<file path="src/rtl/crt_pkg.sv">
// Package for the cellular rule table: sizes, item kinds, status codes and
// the per-cell control struct. No dependencies.
`timescale 1ns / 1ps
package crt_pkg;
  localparam int ENTRIES    = 64;
  localparam int MAX_STATES = 16;
  localparam int MASK_BITS  = 32;
  localparam int SW = 4;   // state field width
  localparam int IW = 32;  // mask port width
  localparam int EW = $clog2(ENTRIES);

  localparam logic [2:0] K_SET    = 3'd0;
  localparam logic [2:0] K_LOOKUP = 3'd1;
  localparam logic [2:0] K_REMOVE = 3'd2;
  localparam logic [2:0] K_REKEY  = 3'd3;
  localparam logic [2:0] K_REKEYS = 3'd4;
  localparam logic [2:0] K_SETFB  = 3'd5;
  localparam logic [2:0] K_GETFB  = 3'd6;
  localparam logic [2:0] K_UNUSED = 3'd7;

  localparam logic [1:0] ST_OK   = 2'd0;
  localparam logic [1:0] ST_MISS = 2'd1;
  localparam logic [1:0] ST_FULL = 2'd2;
  localparam logic [1:0] ST_BAD  = 2'd3;

  // Broadcast from the controller to every cell during the compare beat.
  typedef struct packed {
    logic [SW-1:0]        owner;
    logic [MASK_BITS-1:0] key;
    logic [MASK_BITS-1:0] nkey;
  } crt_cmp_t;

  // Write commands applied in the decide cycle; each cell uses its own
  // select bit from the controller.
  typedef struct packed {
    logic            alloc;    // selected cell becomes valid with owner/key
    logic            clear;    // selected cell drops its rule
    logic            wr_key;   // selected cell takes nkey
    logic            wr_next;  // selected cell takes next
    logic [SW-1:0]   owner;
    logic [MASK_BITS-1:0] key;
    logic [MASK_BITS-1:0] nkey;
    logic [SW-1:0]   next;
  } crt_wr_t;
endpackage

</file>
<file path="src/rtl/crt_cell.sv">
// One rule slot: valid bit, owner, key and next state, with match flags.
// Hands a "free seen" chain bit to its neighbor. Depends on crt_pkg.
`timescale 1ns / 1ps
module crt_cell (
  input  logic              clk,
  input  logic              rst_n,
  input  crt_pkg::crt_cmp_t cmp,
  input  crt_pkg::crt_wr_t  wr,
  input  logic              sel,
  input  logic              free_in,   // a lower slot is free
  output logic              free_out,
  output logic              first_free,
  output logic              hit_key,
  output logic              hit_nkey,
  output logic [crt_pkg::SW-1:0] next
);
  import crt_pkg::*;
  logic valid_r, valid_nxt;
  logic [SW-1:0] owner_r, next_r;
  logic [MASK_BITS-1:0] key_r;

  assign free_out   = free_in | ~valid_r;
  assign first_free = ~valid_r & ~free_in;
  assign hit_key  = valid_r && owner_r == cmp.owner && key_r == cmp.key;
  assign hit_nkey = valid_r && owner_r == cmp.owner && key_r == cmp.nkey;
  assign next = next_r;

  always_comb begin
    valid_nxt = valid_r;
    if (sel && wr.alloc) valid_nxt = 1'b1;
    if (sel && wr.clear) valid_nxt = 1'b0;
  end

  always_ff @(posedge clk) begin
    if (!rst_n) valid_r <= 1'b0;
    else valid_r <= valid_nxt;
    if (sel && wr.alloc) begin
      owner_r <= wr.owner;
      key_r   <= wr.key;
    end
    if (sel && wr.wr_key) key_r <= wr.nkey;
    if (sel && wr.wr_next) next_r <= wr.next;
  end
endmodule

</file>
<file path="config.mk">
export PLATFORM = sky130hd
export DESIGN_NAME = crt_cell
export DESIGN_NICKNAME = d
export VERILOG_FILES = /design/src/rtl/crt_pkg.sv /design/src/rtl/crt_cell.sv
export SDC_FILE = /design/constraint.sdc
export NUM_CORES = 1
export LEC_CHECK = 0
export CAP_MARGIN = 10
export CORE_MARGIN = 2
export CORE_UTILIZATION = 50
export CTS_CLUSTER_SIZE = 16
export DETAILED_ROUTE_END_ITERATION = 16
export DONT_BUFFER_PORTS = 1
export PLACE_DENSITY = 0.66
export SYNTH_ARGS = -nofsm -noshare
export SYNTH_HDL_FRONTEND = slang
export SYNTH_SLANG_ARGS = --single-unit
</file>
<file path="constraint.sdc">
create_clock -name clk -period 4.45 [get_ports clk]
set_input_delay 0.445 -clock clk [delete_from_list [all_inputs] [get_ports clk]]
set_output_delay 0.445 -clock clk [all_outputs]
set_load 0.1 [all_outputs]
</file>
==> metrics.csv, run 1 <==
stage,metric,value,unit
placed_design,finalWeightedCongestion,0.736,
clock_network,cts-resized-gates,0,
global_route,grtUsageMet1,20.1,%
detailed_routing,drt_first_pass_iters,4,
power_and_ir_drop,power_frac_seq,57.7,%
clock_network,ctsRootBufferMaster,clkbuf_8,
power_and_ir_drop,swShare,25.9,%
final_layout,syn_to_final_growth,5.25,%
clock_network,htreeDepth,2,
worst_setup_path,cp_data_arrival_time,2.26,ns
floorplan,fp.dieArea,5390,sq um
global_route,grt_use_met3,6.04,%
run_status,status,finished clean,
logic_synthesis,synth_cell_types,15,
timing,tightest_slew,1.06,ns
power_and_ir_drop,power_frac_clock,25.4,%
global_route,grt_max_degree,34,
final_layout,drive_above_1_share,23.1,%
global_route,track_usage,18.0,%
timing,max_freq,0.370,GHz
clock_network,cts_setup_buffers,0,
global_route,grt_busiest_layer,met2,
power_and_ir_drop,power.density,357,nW/um^2
global_route,overflow,0,
clock_network,cts_buffers,5,
power_and_ir_drop,p_total,0.905,mW
floorplan,die_y,73.4,microns
global_route,grt_use_met2,32.4,%
run,drv_cap,0,
floorplan,fp.dieW,73.4,microns
floorplan,core-area,4690,sq um
worst_setup_path,worst-path-max-fanout,2,
power_and_ir_drop,p_leak,0.774,nW
floorplan,num_rows,25,
timing,fin_crit_sh,60.7,%
clock_network,cts_tree,built,
placed_design,dp_hpwl,4160,microns
logic_synthesis,synth_edf_count,40,
worst_setup_path,critPathCaptureType,output pin,
worst_hold_path,hold_path_class,in2reg,
worst_setup_path,cp_data_required_time,4.01,ns
global_route,grt_pass1_wl,7070,microns
detailed_routing,ant_nets,0,
detailed_routing,wl_per_cell,21.4,microns
detailed_routing,drc,0,
timing,slew_violations,0,
logic_synthesis,synthCells,176,
logic_synthesis,synth_area,2410,sq um
detailed_routing,drt_iter0_drc,35,
detailed_routing,wl,5050,microns
power_and_ir_drop,peakVddDrop,0.226,mV
clock_network,worst_skew_pair.late_latency,0.28,ns
global_route,grt_pass1_vias,1490,
timing,finalHoldViolations,0,
clock_network,clockBufferDepth,2,
power_and_ir_drop,p_int,0.671,mW
detailed_routing,vias,1399,
clock_network,path_clk_slew,0.07,ns
logic_synthesis,yosysWarnings,0,
timing,slew_headroom,29.5,%
floorplan,initial_core_util,51.3,%
floorplan,io_pins,156,
clock_network,cts.sinks,41,
worst_setup_path,critical_path_class,reg2out,
power_and_ir_drop,power_switching,0.234,mW
logic_synthesis,async_flop_share,0,%
timing,rsz0062_at_grt,no,
placed_design,io_buffer_count,0,
logic_synthesis,yosys_register_bits,41,
global_route,antenna_found_initial,0,
timing,fin_worst_skew,0,ns
detailed_routing,avgViaCountPerCell,5.93,
logic_synthesis,ys_seq_area_share,50.7,%
power_and_ir_drop,comb_power_share,16.9,%
logic_synthesis,ys.flop_type,edfxtp_1,
logic_synthesis,syn_area_per_cell,13.7,sq um
clock_network,cts_hold_buf,0,
timing,setup_violations,0,
timing,fin_setup_tns,0,ns
final_layout,n_antenna_cell,0,
final_layout,nets,329,
worst_setup_path,critPathLaunchType,flip-flop,
logic_synthesis,synth_nets,324,
timing,min_period,2.70,ns
## cells in the mapped netlist, types with 2 or more instances
cell      instances  share of area (%)
edfxtp_1         40                 50
buf_6             3                1.4
nand2b_1          2               0.52
nand2_1           2               0.31
and3_1            2               0.52
nor4_1            5                1.3
nand4_1          16                4.2
xnor2_1          65                 24
xor2_1            3                1.1
mux2_2           32                 15
and2_1            2               0.52
## cell usage in the layout (no fill, tap or decap), drive strengths merged, types with 3 or more instances in the layout
master	netlist	routed
xor2	3	3
nand2	3	3
edfxtp	40	40
clkbuf	0	6
mux2	32	32
nand4	16	16
xnor2	65	65
nor4	5	5
## logic make-up after synthesis
| family | Yosys count | synth area share (%) |
|---|---|---|
| AND/OR/NAND/NOR | 31 | 7.74 |
| AO/OA/AOI/OAI | 1 | 0.416 |
| multiplexers | 32 | 15.0 |
| buffers and inverters | 3 | 1.40 |
| XOR/XNOR | 68 | 24.7 |
| flip-flops | 41 | 50.7 |
## stage by stage
stage | hold WS (ns) | setup slack [ns] | util, % | cell area (sq um) | cells
global route | 0.233 | 1.64 | 54.0 | 2530 | 236
floorplan | 0.516 | 2.28 | - | 2410 | 176
CTS | 0.241 | 1.70 | 54.0 | 2530 | 236
finish | 0.256 | 1.75 | 54.0 | 2530 | 236
global placement | 0.544 | 2.03 | 52.2 | 2450 | 228
detailed placement | 0.544 | 2.02 | 52.2 | 2450 | 228
## routing by layer
layer  wire, microns  share of wire, %  vias up
met5               0                 0        -
met4              51               1.0        0
met3             446               8.8        4
met2            2740                54       85
met1            1810                36      657
li1                -                 -      653
## power groups by stage
| stage | Sequential, mW | Clock, mW | Combinational, mW |
|---|---|---|---|
| finish | 0.522 | 0.229 | 0.153 |
| global route | 0.527 | 0.253 | 0.168 |
| CTS | 0.523 | 0.240 | 0.156 |
| detailed placement | 0.532 | 0 | 0.155 |
| global placement | 0.530 | 0 | 0.151 |
| floorplan | 0.525 | 0 | 0.134 |
## path summary, 6_finish.rpt
kind | slack (ns) | from | end | cells past startpoint
setup / recovery | 1.75 | key_r[20] | hit_key | 4
hold / removal | 0.26 | wr[69] | owner_r[1] | 0
setup reg to reg | 3.77 | valid_r | valid_r | 1
hold reg to reg | 0.60 | valid_r | valid_r | 1
## sequential cells by signal, summed over array words and instances (netlist names)
register  cells
owner_r       4
valid_r       1
next          4
key_r        32
## worst max-delay path, cell delays in order, from the launching register on
cell and delay (ns):
edfxtp_1 0.42, xnor2_1 0.20, nand4_1 0.12, nor4_1 0.34
and3_1 0.89
## layout make-up
cell class | instances | area (sq um)
repair buffers | 1 | 7.51
well taps | 54 | 67.6
clock buffers | 6 | 72.6
clock inverters | 2 | 10.0
multi-input cells | 132 | 1150
flip-flops and latches | 41 | 1220
fillers | 418 | 2160
Power figures use the tool's default switching activity.
==> inputs of run 2 (changes only) <==
==> constraint.sdc (replaced) <==
create_clock -name clk -period 2.82 [get_ports clk]
set_input_delay 0.282 -clock clk [delete_from_list [all_inputs] [get_ports clk]]
set_output_delay 0.282 -clock clk [all_outputs]
set_load 0.1 [all_outputs]
==> run 2 against run 1 <==
Against the previous run: cell count grew 1.3%; first-iteration DRC count grew 23%; utilization grew 0.64 points; wire length grew 0.69%; clock skew is the same; critical endpoint is now hit_nkey; highest routed layer unchanged.
==> metrics.csv, run 2 (synthesis gave the netlist of run 1 again) <==
stage,metric,value,unit,change
detailed_routing,m1WireLength,1880,microns,+4.3%
global_route,grt_pass1_vias,1509,,+1.3%
detailed_routing,dr.max_layer_used,met4,,
floorplan,core-area,4690,sq um,unchanged
final_layout,largest_reg_flops,32,,unchanged
clock_network,cts_buffers,5,,unchanged
worst_setup_path,worst-path-max-fanout,2,,unchanged
timing,max_freq,0.463,GHz,
detailed_routing,drc,0,,unchanged
timing,fin_crit_sh,76.5,%,
clock_network,cts_tree,built,,
detailed_routing,drt_first_pass_iters,4,,unchanged
final_layout,n_antenna_cell,0,,unchanged
worst_setup_path,critical_path_class,reg2out,,
detailed_routing,wl,5080,microns,+0.69%
timing,tightest_slew,1.01,ns,-0.0469 ns
worst_setup_path,ff2ff_path_depth,1,,unchanged
global_route,track_usage,18.2,%,+0.25 points
detailed_routing,met3_wirelength,432,microns,-3.1%
clock_network,htreeDepth,2,,unchanged
clock_network,path_clk_slew,0.08,ns,about the same
detailed_routing,wl_met2,2700,microns,-1.8%
global_route,grt_max_degree,34,,unchanged
final_layout,top_register,key_r,,
final_layout,final_cell_mix,"xnor2_1, edfxtp_1, mux2_2",,
detailed_routing,avgViaCountPerCell,5.84,,-1.5%
final_layout,nets,332,,+0.91%
clock_network,cts_hold_buf,0,,unchanged
worst_setup_path,startpoint,key_r[7],,
run,drv_cap,0,,unchanged
final_layout,final_common_cell,xnor2_1,,
worst_setup_path,critical-path-top-delay-family,simple AND/OR/NAND/NOR gates,,
floorplan,num_rows,25,,unchanged
power_and_ir_drop,power.density,567,nW/um^2,+59%
timing,slew_violations,0,,unchanged
clock_network,cts-resized-gates,0,,unchanged
timing,min_period,2.16,ns,
worst_setup_path,r2r-start,valid_r,,
global_route,grt_pass1_wl,7090,microns,+0.30%
timing,fin_setup_tns,0,ns,unchanged
detailed_routing,wl_per_cell,21.3,microns,-0.57%
worst_setup_path,critPathCaptureType,output pin,,
worst_setup_path,cp_cell_sequence,xnor2_1 > nand4_1 > nor4_1 > and3_1 > buf_4,,
floorplan,initial_core_util,51.3,%,unchanged
floorplan,die_y,73.4,microns,unchanged
timing,setup_violations,0,,unchanged
clock_network,clockBufferDepth,2,,unchanged
power_and_ir_drop,peakVddDrop,0.373,mV,+65%
run_status,status,finished clean,,
global_route,antenna_found_initial,0,,unchanged
timing,slew_headroom,33.0,%,+3.5 points
detailed_routing,ant_nets,0,,unchanged
worst_setup_path,cp_slowest_cell,edfxtp_1,,
final_layout,final_area,2560,sq um,+1.2%
worst_hold_path,holdCritStartpoint,wr[2],,
power_and_ir_drop,p_leak,0.790,nW,+2.1%
worst_setup_path,crit_path_max_incr_delay,0.43,ns,-0.46 ns
clock_network,cts.sinks,41,,unchanged
timing,fin_worst_skew,0,ns,unchanged
clock_network,worst_skew_pair.late_latency,0.28,ns,about the same
placed_design,dp_hpwl,4160,microns,about the same
timing,rsz0062_at_grt,no,,
placed_design,io_buffer_count,0,,unchanged
worst_setup_path,cp_num_cells,5,,+1
final_layout,syn_to_final_growth,6.50,%,
clock_network,ctsRootBufferMaster,clkbuf_8,,
power_and_ir_drop,p_total,1.45,mW,+61%
timing,finalHoldViolations,0,,unchanged
clock_network,cts_setup_buffers,0,,unchanged
worst_hold_path,hold_path_class,in2reg,,
worst_setup_path,critPathLaunchType,flip-flop,,
worst_setup_path,cp_data_arrival_time,1.88,ns,-0.38 ns
detailed_routing,drt_iter0_drc,43,,+23%
final_layout,drive_above_1_share,23.8,%,+0.71 points
worst_hold_path,hold_depth,0,,unchanged
worst_setup_path,cp_data_required_time,2.54,ns,-1.47 ns
floorplan,fp.dieW,73.4,microns,unchanged
worst_setup_path,critical_path_buf_inv_count,1,,+1
detailed_routing,vias,1395,,-0.29%
floorplan,io_pins,156,,unchanged
placed_design,finalWeightedCongestion,0.744,,+1.1%
floorplan,fp.dieArea,5390,sq um,unchanged
global_route,overflow,0,,unchanged
placed_design,placed_cell_area,2470,sq um,+0.92%
final_layout,fillers,417,,-0.24%
[run 2: cell count changes in the layout (fill, tap and decap cells not counted)]
cell      delta
clkinv_2     -2
clkbuf_1     +1
clkbuf_8     +1
buf_4        +3
[run 2: area by class of cell]
type	count	area [sq um]	share of cell area, %
timing repair buffer	4	30.0	1.17
tap	54	67.6	2.64
sequential	41	1220	47.6
clock buffer	8	90.1	3.51
multi-input combinational	132	1150	45.0
[run 2: power by group]
| part | internal (mW) | switching [mW] | total [mW] |
|---|---|---|---|
| Clock | 0.200 | 0.187 | 0.387 |
| Combinational | 0.142 | 0.101 | 0.242 |
| Sequential | 0.746 | 0.0780 | 0.824 |
| Total | 1.09 | 0.366 | 1.45 |
[run 2: through the flow]
step           hold WS (ns)  setup slack [ns]  utilization (%)  cells
2_1_floorplan         0.381             0.833                -    176
3_5_place_dp          0.381             0.919             52.7    231
3_3_place_gp          0.381             0.956             52.7    231
6_report             0.0883             0.662             54.6    239
4_1_cts              0.0803             0.593             54.6    239
5_1_grt              0.0711             0.546             54.6    239
[run 2: final timing paths]
kind	end	slack [ns]
worst max-delay path	hit_nkey	0.66
worst min-delay path	next[2]	0.09
worst max register to register	valid_r	2.15
worst min register to register	valid_r	0.58
[run 2: per-layer routing]
| metal | track usage [%] | up-vias |
|---|---|---|
| li1 | - | 658 |
| met1 | 19.6 | 634 |
| met2 | 33.2 | 97 |
| met3 | 6.45 | 6 |
| met4 | 6.06 | 0 |
| met5 | 0 | - |
